[src/rtl/tpd_pkg.sv]
package tpd_pkg;

    // Screen geometry in pixels
    localparam int SCREEN_WIDTH  = 640;
    localparam int SCREEN_HEIGHT = 400;

    // Raw coordinate and register widths
    localparam int RAW_W  = 14;
    localparam int SPAN_W = RAW_W + 1;          // signed difference of two raw values
    localparam int PIX_W  = 16;

    // Signed width needed to hold the larger screen dimension
    localparam int SCR_MAX  = (SCREEN_WIDTH > SCREEN_HEIGHT) ? SCREEN_WIDTH : SCREEN_HEIGHT;
    localparam int SCR_BITS = $clog2(SCR_MAX + 1) + 1;

    // Scaled numerator (raw - min) * size, signed
    localparam int NUM_W = SPAN_W + SCR_BITS;
    localparam int CNT_W = $clog2(NUM_W + 1);

    localparam logic [RAW_W-1:0] INVALID_COORD = 14'h3FFF;
    localparam int               STEP_LIMIT    = 20;

    // Register reset values
    localparam logic [RAW_W-1:0] X_MIN_RST = 14'd2100;
    localparam logic [RAW_W-1:0] X_MAX_RST = 14'd12300;
    localparam logic [RAW_W-1:0] Y_MIN_RST = 14'd1600;
    localparam logic [RAW_W-1:0] Y_MAX_RST = 14'd7960;

    // Register indexes
    localparam logic [1:0] REG_X_MIN = 2'd0;
    localparam logic [1:0] REG_X_MAX = 2'd1;
    localparam logic [1:0] REG_Y_MIN = 2'd2;
    localparam logic [1:0] REG_Y_MAX = 2'd3;

    // Header bits
    localparam int HDR_BIT   = 7;
    localparam int PROX_BIT  = 6;
    localparam int SW_GREY   = 1;
    localparam int SW_BLUE   = 2;
    localparam int SW_BARREL = 3;
    localparam int SW_TIP    = 4;

    // Draw mode codes
    localparam logic [1:0] DRAW_NONE = 2'd0;
    localparam logic [1:0] DRAW_PLOT = 2'd1;
    localparam logic [1:0] DRAW_LINE = 2'd2;

    // Axis select
    localparam logic AXIS_X = 1'b0;
    localparam logic AXIS_Y = 1'b1;

    localparam int TDATA_W = 104;

    typedef struct packed {
        logic       wr_byte;    // store incoming word into packet buffer
        logic [1:0] byte_idx;
        logic       latch_pkt;  // last word of packet: capture raw x and y
        logic       load_axis;  // form numerator and span for one axis
        logic       axis;
        logic       div_start;
        logic       store_q;    // quotient done: scale, saturate, keep
        logic       smooth;
        logic       load_out;
    } tpd_cmd_t;

    typedef struct packed {
        logic hdr_bit;
        logic div_done;
        logic out_free;
    } tpd_status_t;

endpackage

[src/rtl/tpd_div.sv]
module tpd_div
    import tpd_pkg::*;
(
    input  logic                    aclk,
    input  logic                    aresetn,
    input  logic                    start,
    input  logic signed [NUM_W-1:0] num,
    input  logic signed [SPAN_W-1:0] den,
    output logic                    done,
    output logic signed [NUM_W-1:0] quo
);

    logic              busy_reg, busy_next;
    logic              done_reg, done_next;
    logic [CNT_W-1:0]  cnt_reg, cnt_next;
    logic [NUM_W-1:0]  q_reg, q_next;
    logic [SPAN_W-1:0] rem_reg, rem_next;
    logic [SPAN_W-1:0] den_reg, den_next;
    logic              neg_reg, neg_next;
    logic [SPAN_W:0]   rem_shift;
    logic              fits;

    // Restoring radix-2: one quotient bit per cycle on magnitudes
    always_comb begin
        busy_next = busy_reg;
        done_next = 1'b0;
        cnt_next  = cnt_reg;
        q_next    = q_reg;
        rem_next  = rem_reg;
        den_next  = den_reg;
        neg_next  = neg_reg;
        rem_shift = {rem_reg, q_reg[NUM_W-1]};
        fits      = (rem_shift >= {1'b0, den_reg});
        if (start) begin
            busy_next = 1'b1;
            cnt_next  = CNT_W'(NUM_W);
            q_next    = num[NUM_W-1] ? NUM_W'(-num) : NUM_W'(num);
            den_next  = den[SPAN_W-1] ? SPAN_W'(-den) : SPAN_W'(den);
            rem_next  = '0;
            neg_next  = num[NUM_W-1] ^ den[SPAN_W-1];
        end else if (busy_reg) begin
            rem_next = fits ? SPAN_W'(rem_shift - {1'b0, den_reg}) : rem_shift[SPAN_W-1:0];
            q_next   = {q_reg[NUM_W-2:0], fits};
            cnt_next = cnt_reg - 1'b1;
            if (cnt_reg == CNT_W'(1)) begin
                busy_next = 1'b0;
                done_next = 1'b1;
            end
        end
    end

    always_ff @(posedge aclk) begin
        if (!aresetn) begin
            busy_reg <= 1'b0;
            done_reg <= 1'b0;
            cnt_reg  <= '0;
        end else begin
            busy_reg <= busy_next;
            done_reg <= done_next;
            cnt_reg  <= cnt_next;
        end
    end

    always_ff @(posedge aclk) begin
        q_reg   <= q_next;
        rem_reg <= rem_next;
        den_reg <= den_next;
        neg_reg <= neg_next;
    end

    assign done = done_reg;
    assign quo  = neg_reg ? -$signed(q_reg) : $signed(q_reg);

    a_no_restart: assert property (@(posedge aclk) disable iff (!aresetn)
        start |-> !busy_reg)
        else $error("divider started while busy");

    a_done_pulse: assert property (@(posedge aclk) disable iff (!aresetn)
        done_reg |=> !done_reg)
        else $error("divider done longer than one cycle");

endmodule

[src/rtl/tpd_dp.sv]
module tpd_dp
    import tpd_pkg::*;
(
    input  logic               aclk,
    input  logic               aresetn,
    input  tpd_cmd_t           cmd,
    output tpd_status_t        status,
    input  logic [7:0]         s_tdata,
    input  logic               cfg_wr_en,
    input  logic [1:0]         cfg_addr,
    input  logic [RAW_W-1:0]   cfg_wdata,
    output logic               m_tvalid,
    input  logic               m_tready,
    output logic [TDATA_W-1:0] m_tdata
);

    localparam logic signed [NUM_W-1:0] SCR_W_S = NUM_W'(SCREEN_WIDTH);
    localparam logic signed [NUM_W-1:0] SCR_H_S = NUM_W'(SCREEN_HEIGHT);
    localparam logic signed [NUM_W:0]   Y_TOP   = (NUM_W + 1)'(SCREEN_HEIGHT - 1);

    function automatic logic signed [PIX_W-1:0] sat_q(input logic signed [NUM_W:0] v);
        logic signed [NUM_W:0] hi;
        logic signed [NUM_W:0] lo;
        hi = (NUM_W + 1)'(32767);
        lo = -(NUM_W + 1)'(32768);
        if (v > hi)      sat_q = 16'sh7FFF;
        else if (v < lo) sat_q = 16'sh8000;
        else             sat_q = v[PIX_W-1:0];
    endfunction

    // (5*last + clamp(p - last)) / 5, truncating, saturated
    function automatic logic signed [PIX_W-1:0] smooth16(
        input logic signed [PIX_W-1:0] p,
        input logic signed [PIX_W-1:0] last
    );
        logic signed [PIX_W:0]   d;
        logic signed [5:0]       dc;
        logic [4:0]              mag;
        logic [2:0]              q;
        logic                    rem_nz;
        logic signed [3:0]       tq;
        logic signed [3:0]       adj;
        logic signed [PIX_W+2:0] sum5;
        logic signed [PIX_W+1:0] res;
        d = {p[PIX_W-1], p} - {last[PIX_W-1], last};
        if (d > (PIX_W + 1)'(STEP_LIMIT))       dc = 6'(STEP_LIMIT);
        else if (d < -(PIX_W + 1)'(STEP_LIMIT)) dc = -6'(STEP_LIMIT);
        else                                    dc = d[5:0];
        mag = dc[5] ? 5'(-dc) : dc[4:0];
        if (mag >= 5'd20)      q = 3'd4;
        else if (mag >= 5'd15) q = 3'd3;
        else if (mag >= 5'd10) q = 3'd2;
        else if (mag >= 5'd5)  q = 3'd1;
        else                   q = 3'd0;
        rem_nz = (mag != 5'({2'b00, q} * 5'd5));
        tq     = dc[5] ? -$signed({1'b0, q}) : $signed({1'b0, q});
        sum5   = ((PIX_W + 3)'(last) <<< 2) + (PIX_W + 3)'(last) + (PIX_W + 3)'(dc);
        // truncation: floor when the sum is non-negative, ceiling otherwise
        if (!sum5[PIX_W+2]) adj = tq - 4'(dc[5] && rem_nz);
        else                adj = tq + 4'(!dc[5] && dc != 6'sd0 && rem_nz);
        res = (PIX_W + 2)'(last) + (PIX_W + 2)'(adj);
        if (res > (PIX_W + 2)'(32767))       smooth16 = 16'sh7FFF;
        else if (res < -(PIX_W + 2)'(32768)) smooth16 = 16'sh8000;
        else                                 smooth16 = res[PIX_W-1:0];
    endfunction

    logic [RAW_W-1:0] x_min_reg, x_max_reg, y_min_reg, y_max_reg;
    logic [7:0]       pkt_reg [4];
    logic [RAW_W-1:0] rx_reg, ry_reg;
    logic signed [NUM_W-1:0]  num_reg, num_next;
    logic signed [SPAN_W-1:0] span_reg, span_next;
    logic             zero_x_reg, zero_y_reg;
    logic signed [PIX_W-1:0] px_reg, py_reg;
    logic signed [PIX_W-1:0] last_x_reg, last_y_reg;
    logic             cleared_reg;
    logic             m_tvalid_reg, m_tvalid_next;
    logic [TDATA_W-1:0] m_tdata_reg;

    logic [RAW_W-1:0]         raw_sel, min_sel, max_sel;
    logic signed [SPAN_W-1:0] diff;
    logic signed [NUM_W-1:0]  quo;
    logic                     div_done;
    logic                     valid;
    logic                     all_sw;
    logic [1:0]               mode;
    logic [7:0]               flags;

    tpd_div u_div (
        .aclk    (aclk),
        .aresetn (aresetn),
        .start   (cmd.div_start),
        .num     (num_reg),
        .den     (span_reg),
        .done    (div_done),
        .quo     (quo)
    );

    assign flags = pkt_reg[0];

    always_comb begin
        raw_sel   = (cmd.axis == AXIS_X) ? rx_reg    : ry_reg;
        min_sel   = (cmd.axis == AXIS_X) ? x_min_reg : y_min_reg;
        max_sel   = (cmd.axis == AXIS_X) ? x_max_reg : y_max_reg;
        diff      = $signed({1'b0, raw_sel}) - $signed({1'b0, min_sel});
        span_next = $signed({1'b0, max_sel}) - $signed({1'b0, min_sel});
        num_next  = NUM_W'(diff) * ((cmd.axis == AXIS_X) ? SCR_W_S : SCR_H_S);
    end

    always_comb begin
        valid  = !zero_x_reg && !zero_y_reg && rx_reg != INVALID_COORD
                 && ry_reg != INVALID_COORD;
        all_sw = (flags[4:0] == 5'h1F);
        if (valid && (flags[SW_TIP] || flags[SW_BARREL]))
            mode = flags[SW_GREY] ? DRAW_LINE : DRAW_PLOT;
        else
            mode = DRAW_NONE;
    end

    always_comb begin
        m_tvalid_next = m_tvalid_reg;
        if (cmd.load_out)
            m_tvalid_next = 1'b1;
        else if (m_tready)
            m_tvalid_next = 1'b0;
    end

    always_ff @(posedge aclk) begin
        if (!aresetn) begin
            x_min_reg    <= X_MIN_RST;
            x_max_reg    <= X_MAX_RST;
            y_min_reg    <= Y_MIN_RST;
            y_max_reg    <= Y_MAX_RST;
            last_x_reg   <= '0;
            last_y_reg   <= '0;
            cleared_reg  <= 1'b1;
            m_tvalid_reg <= 1'b0;
        end else begin
            m_tvalid_reg <= m_tvalid_next;
            if (cfg_wr_en) begin
                unique case (cfg_addr)
                    REG_X_MIN: x_min_reg <= cfg_wdata;
                    REG_X_MAX: x_max_reg <= cfg_wdata;
                    REG_Y_MIN: y_min_reg <= cfg_wdata;
                    REG_Y_MAX: y_max_reg <= cfg_wdata;
                    default:   x_min_reg <= x_min_reg;
                endcase
            end
            if (cmd.load_out) begin
                last_x_reg  <= px_reg;
                last_y_reg  <= py_reg;
                cleared_reg <= all_sw;
            end
        end
    end

    always_ff @(posedge aclk) begin
        if (cmd.wr_byte)
            pkt_reg[cmd.byte_idx] <= s_tdata;
        if (cmd.latch_pkt) begin
            rx_reg <= {pkt_reg[2][6:0], pkt_reg[1][6:0]};
            ry_reg <= {s_tdata[6:0], pkt_reg[3][6:0]};
        end
        if (cmd.load_axis) begin
            num_reg  <= num_next;
            span_reg <= span_next;
            if (cmd.axis == AXIS_X) zero_x_reg <= (span_next == '0);
            else                    zero_y_reg <= (span_next == '0);
        end
        if (cmd.store_q) begin
            if (cmd.axis == AXIS_X)
                px_reg <= zero_x_reg ? '0 : sat_q((NUM_W + 1)'(quo));
            else
                py_reg <= zero_y_reg ? '0 : sat_q(Y_TOP - (NUM_W + 1)'(quo));
        end
        if (cmd.smooth && flags[SW_BLUE]) begin
            px_reg <= smooth16(px_reg, last_x_reg);
            py_reg <= smooth16(py_reg, last_y_reg);
        end
        if (cmd.load_out) begin
            m_tdata_reg <= {2'b00,
                            all_sw && !cleared_reg,
                            !flags[PROX_BIT],
                            mode,
                            py_reg, px_reg,
                            last_y_reg, last_x_reg,
                            valid,
                            ry_reg, rx_reg,
                            flags[4:0]};
        end
    end

    assign status.hdr_bit  = s_tdata[HDR_BIT];
    assign status.div_done = div_done;
    assign status.out_free = !m_tvalid_reg || m_tready;

    assign m_tvalid = m_tvalid_reg;
    assign m_tdata  = m_tdata_reg;

    a_no_overwrite: assert property (@(posedge aclk) disable iff (!aresetn)
        cmd.load_out |-> (!m_tvalid_reg || m_tready))
        else $error("pending result overwritten");

    a_last_follows: assert property (@(posedge aclk) disable iff (!aresetn)
        cmd.load_out |=> (last_x_reg == $past(px_reg) && last_y_reg == $past(py_reg)))
        else $error("last pixel not updated from result");

endmodule

[src/rtl/tpd_ctrl.sv]
module tpd_ctrl
    import tpd_pkg::*;
(
    input  logic        aclk,
    input  logic        aresetn,
    input  logic        s_tvalid,
    output logic        s_tready,
    input  tpd_status_t status,
    output tpd_cmd_t    cmd
);

    typedef enum logic [2:0] {
        S_IDLE,
        S_LOAD,
        S_START,
        S_WAIT,
        S_SMOOTH,
        S_FINISH
    } state_t;

    state_t     state_reg, state_next;
    logic [2:0] pos_reg, pos_next;
    logic       axis_reg, axis_next;

    always_comb begin
        state_next = state_reg;
        pos_next   = pos_reg;
        axis_next  = axis_reg;
        cmd        = '0;
        cmd.axis   = axis_reg;
        cmd.byte_idx = pos_reg[1:0];
        unique case (state_reg)
            S_IDLE: begin
                if (s_tvalid) begin
                    if (pos_reg == 3'd0) begin
                        // hunting: only a header word opens a packet
                        if (status.hdr_bit) begin
                            cmd.wr_byte = 1'b1;
                            pos_next    = 3'd1;
                        end
                    end else if (pos_reg == 3'd4) begin
                        cmd.latch_pkt = 1'b1;
                        pos_next      = 3'd0;
                        axis_next     = AXIS_X;
                        state_next    = S_LOAD;
                    end else begin
                        cmd.wr_byte = 1'b1;
                        pos_next    = pos_reg + 3'd1;
                    end
                end
            end
            S_LOAD: begin
                cmd.load_axis = 1'b1;
                state_next    = S_START;
            end
            S_START: begin
                cmd.div_start = 1'b1;
                state_next    = S_WAIT;
            end
            S_WAIT: begin
                if (status.div_done) begin
                    cmd.store_q = 1'b1;
                    if (axis_reg == AXIS_X) begin
                        axis_next  = AXIS_Y;
                        state_next = S_LOAD;
                    end else begin
                        state_next = S_SMOOTH;
                    end
                end
            end
            S_SMOOTH: begin
                cmd.smooth = 1'b1;
                state_next = S_FINISH;
            end
            S_FINISH: begin
                if (status.out_free) begin
                    cmd.load_out = 1'b1;
                    state_next   = S_IDLE;
                end
            end
            default: state_next = S_IDLE;
        endcase
    end

    always_ff @(posedge aclk) begin
        if (!aresetn) begin
            state_reg <= S_IDLE;
            pos_reg   <= 3'd0;
            axis_reg  <= AXIS_X;
        end else begin
            state_reg <= state_next;
            pos_reg   <= pos_next;
            axis_reg  <= axis_next;
        end
    end

    assign s_tready = (state_reg == S_IDLE);

    a_pos_range: assert property (@(posedge aclk) disable iff (!aresetn)
        pos_reg <= 3'd4)
        else $error("byte position out of range");

    a_hunt_after_packet: assert property (@(posedge aclk) disable iff (!aresetn)
        cmd.latch_pkt |=> (pos_reg == 3'd0 && state_reg == S_LOAD))
        else $error("packet end did not restart hunting");

endmodule

[src/rtl/tablet_packet_decoder.sv]
// Tablet packet decoder.
// Input stream (s_): one received serial word per beat, s_tdata[7:0] = rx_byte.
// A header word (bit 7 set) opens a packet; four more words complete it.
// Words outside a packet without bit 7 are dropped. Each complete packet gives
// one result word on the m_ stream with the switches, raw coordinates, scaled
// and optionally smoothed pixel position, draw mode, proximity and a
// clear-screen pulse.
// Throughput: the first four words of a packet are taken one per cycle. After
// the fifth word s_tready drops while both axes go through one shared radix-2
// divider, one quotient bit per cycle: x first, then y, then optional smoothing.
// The result sits in an output register; header and data words of the next
// packet are taken while it waits. If the receiver stalls, the next result
// waits in the decoder until m_tready frees the register.
// Registers x_min, x_max, y_min, y_max are written through cfg_wr_en/cfg_addr.
// Reset (aresetn low, synchronous) restores the default calibration, returns
// to header hunting, clears the last pixel to 0,0 and empties the output.
module tablet_packet_decoder
    import tpd_pkg::*;
(
    input  logic               aclk,
    input  logic               aresetn,
    input  logic               s_tvalid,
    output logic               s_tready,
    input  logic [7:0]         s_tdata,    // [7:0] rx_byte
    output logic               m_tvalid,
    input  logic               m_tready,
    // [4:0] buttons, [18:5] raw_x, [32:19] raw_y, [33] point_valid,
    // [49:34] from_x, [65:50] from_y, [81:66] to_x, [97:82] to_y,
    // [99:98] draw_mode, [100] in_proximity, [101] clear_screen, [103:102] zero
    output logic [TDATA_W-1:0] m_tdata,
    input  logic               cfg_wr_en,
    input  logic [1:0]         cfg_addr,
    input  logic [RAW_W-1:0]   cfg_wdata
);

    tpd_cmd_t    cmd;
    tpd_status_t status;

    tpd_ctrl u_ctrl (
        .aclk     (aclk),
        .aresetn  (aresetn),
        .s_tvalid (s_tvalid),
        .s_tready (s_tready),
        .status   (status),
        .cmd      (cmd)
    );

    tpd_dp u_dp (
        .aclk      (aclk),
        .aresetn   (aresetn),
        .cmd       (cmd),
        .status    (status),
        .s_tdata   (s_tdata),
        .cfg_wr_en (cfg_wr_en),
        .cfg_addr  (cfg_addr),
        .cfg_wdata (cfg_wdata),
        .m_tvalid  (m_tvalid),
        .m_tready  (m_tready),
        .m_tdata   (m_tdata)
    );

endmodule
[config.mk]
export PLATFORM = sky130hd
export DESIGN_NAME = tablet_packet_decoder
export DESIGN_NICKNAME = d
export VERILOG_FILES = /design/src/rtl/tpd_pkg.sv /design/src/rtl/tpd_div.sv /design/src/rtl/tpd_dp.sv /design/src/rtl/tpd_ctrl.sv /design/src/rtl/tablet_packet_decoder.sv
export SDC_FILE = /design/constraint.sdc
export NUM_CORES = 1
export LEC_CHECK = 0
export ABC_AREA = 1
export BUFFER_PORTS_ARGS = -buffer_cell sky130_fd_sc_hd__buf_2
export CAP_MARGIN = 20
export CORE_UTILIZATION = 50
export CTS_CLUSTER_SIZE = 8
export DETAILED_ROUTE_END_ITERATION = 10
export PLACE_DENSITY = 0.67
export REMOVE_ABC_BUFFERS = 1
export SLEW_MARGIN = 20
export SYNTH_ARGS = -nofsm -noshare
export SYNTH_HDL_FRONTEND = slang
export SYNTH_SLANG_ARGS = --single-unit
[constraint.sdc]
create_clock -name aclk -period 11.1 [get_ports aclk]
set_clock_uncertainty 0.15 [all_clocks]
set_input_delay 0 -clock aclk [delete_from_list [all_inputs] [get_ports aclk]]
set_output_delay 0 -clock aclk [all_outputs]
set_load 0.005 [all_outputs]
==> results.toml <==
[outcome]
status = "completed"

[die]
die_h_microns = 229
die_area_sq_um = 52700
core_sq_um = 51200
rows = 83
die_w_microns = 229
initial_core_util = 0.505
ios = 135

[global_route]
gr-usage-met3 = 0.0256
grt_max_degree = 74
grt_util_met1 = 0.291
grt_use_met2 = 0.417
grt_pass1_vias = 20200
grt.overflow.total = 0
grt_pass1_wl_mm = 99.8
gr-usage-all-layers = 0.233
antenna_found_initial = 0
grt_busiest_layer = "met2"

[critical_path]
max_stage_delay_ps = 510
crit_required_ps = 11220
critPathSlowestCell = "ha_1"
crit_top_cell = "nand2_1"
cp-end-kind = "flop"
cp_max_fo = 14
cp-start-kind = "flop"
arrival_ps = 9710
crit_type = "reg -> reg"

[route]
initialDrtViolationCount = 1033
routedWlPerCell_microns = 15.5
drc = 0
avgViaCountPerCell = 5.21
ant_nets = 0
via_count = 20700
routed_wl_mm = 61.7
firstDrtPassIters = 8

[synthesis]
synth_area_sq_um = 25900
yosys.area.top_type = "edfxtp_1"
synthCells = 3057
synth_compound_area_frac = 0.107
yosysUniqueCellTypes = 63
synth-adder-area-share = 0.156
synth-edff-count = 270
avgSynthCellArea_sq_um = 8.46
synth-async-reset-ratio = 0
synth_xor_area_frac = 0.0545
ys_top_cells_by_area = "edfxtp_1 31%, ha_1 11%, nand2_1 9.3%"
synth_ff_type = "edfxtp_1"
synth_top_area_frac = 0.313
yosys.area_share.simple = 0.197
ys_warn_count = 0
synth_top_family_by_area = "simple AND/OR/NAND/NOR gates"
muxShareOfSynthArea = 0.00155
ys_seq_elements = 389
synth-seq-area-share = 0.405

[pwr]
power_frac_comb = 0.313
ir_drop_mv = 0.127
intPower_uw = 3270
power_frac_seq = 0.383
p_leak_uw = 0.0135
p_sw_frac = 0.345
switchingPower_uw = 1720
power_density_nw_per_um2 = 170
clockPowerShare = 0.305

[clocking]
clock-sinks = 389
cts_buffers = 54
insertion_delay_ps = 610
cts_setup_buffers = 0
cts_tree = "done"
clockBufferDepth = 3
clk_pin_slew_worst_paths_ps = 50
ctsHtreeMaxLevel = 2
ctsRootBufferMaster = "clkbuf_16"

[timing]
drv_slew = 0
tightest_slew_ps = 986
min_period_over_period = 0.863
finalSetupViolCount = 0
finalSetupTns_ps = 0
hold_viol_final = 0
relSlewSlack = 0.343
min_period_ps = 9580
fmax_mhz = 104
rsz0062_at_grt = "false"

[final_layout]
layout-drive-gt1-share = 0.0855
largest_reg_flops = 102
final_core_utilization = 0.574
layout_commonest_cell = "nand2_1"
area_delta_synth_final_pct = 13.5
layout_common_cells = "641 x nand2_1, 463 x inv_1, 270 x edfxtp_1, 226 x nor2_1, 220 x ha_1"
fillers = 4620
antenna_cells = 0
fin_nets = 3572

[placement]
io_buffers = 132
dpl.hpwl_mm = 47.5
place_congestion = 0.930

[run]
drv_cap = 0

[hold_path]
hold_class = "in -> reg"
timing repair:
action,4_1_cts,5_1_grt
hold endpoints to repair,159,0
gates resized for setup,0,0
endpoints found under the setup margin,0,0
hold buffers,45,0
metal layers:
metal | vias to the layer above | share of wire
li1 | 10500 | -
met1 | 9590 | 0.43
met2 | 498 | 0.49
met3 | 113 | 0.042
met4 | 0 | 0.030
met5 | - | 0
critical path: cells and delay by family, from the launching register on:
kind            cells  cell delay (ps)
xor+xnor            3              480
simple gates       21             2640
fa+ha+maj           6             2150
compound gates     15             2660
buf+inv             6              800
flops               1              380
Yosys cell counts (all sizes together) (5+ instances only):
cell / instances
buf: 10
a21oi: 185
nand4: 35
or2: 11
ha: 220
and2: 5
nand3b: 8
o21bai: 24
fa: 64
nand3: 159
a211oi: 5
nor2: 237
nand2: 661
clkbuf: 53
o221ai: 11
inv: 470
o21ai: 228
xnor2: 40
nor4: 14
o211ai: 13
dfxtp: 119
edfxtp: 270
xor2: 118
nor3: 45
a31oi: 9
stage by stage:
step                instances  worst slack [ps]  cell area [sq um]  hold slack (ps)  power (uW)
floorplan                3004              1970              25700            -65.9        3090
global placement         3837              1980              27300             92.1        3430
detailed placement       3837              1640              27300             80.6        3470
CTS                      3978              1590              29400             8.02        5030
global route             3979               602              29400             36.8        5330
finish                   3979              1520              29400             34.8        5000
cells by family (layout without fill, tap and decap cells):
| logic type | after synthesis | after routing |
|---|---|---|
| AO/OA/AOI/OAI | 500 | 500 |
| flip-flops | 389 | 389 |
| XOR/XNOR | 158 | 158 |
| AND/OR/NAND/NOR | 1183 | 1183 |
| adder cells (fa/ha/maj) | 284 | 284 |
| other | 2 | 12 |
| multiplexers | 4 | 4 |
| buffers and inverters | 537 | 769 |
path summary, 6_finish.rpt:
check | depth (start not counted) | end | slack (ps) | from
max | 51 | u_dp.px_reg[12] | 1520 | u_dp.last_x_reg[0]
min | 2 | u_dp.ry_reg[8] | 30 | s_tdata[1]
max reg2reg | 51 | u_dp.px_reg[12] | 1520 | u_dp.last_x_reg[0]
min reg2reg | 0 | u_dp.ry_reg[5] | 260 | u_dp.pkt_reg[3][5]
area by class of cell:
type / instances / area (sq um) / area share
repair buffers: 199 / 1270 / 0.0434
clock buffers: 93 / 1500 / 0.0510
multi-input cells: 2141 / 13400 / 0.456
well taps: 680 / 851 / 0.0290
flip-flops and latches: 389 / 10500 / 0.357
clock inverters: 3 / 68.8 / 0.00234
inverters: 474 / 1780 / 0.0606
power groups by stage:
stage / Clock, uW / Combinational [uW] / Sequential [uW]
after global routing: 1610 / 1790 / 1930
final: 1520 / 1560 / 1910
after CTS: 1560 / 1560 / 1910
after detailed placement: 0 / 1530 / 1940
after floorplan: 0 / 1190 / 1900
after global placement: 0 / 1500 / 1930
(Power assumes the default switching activity.)
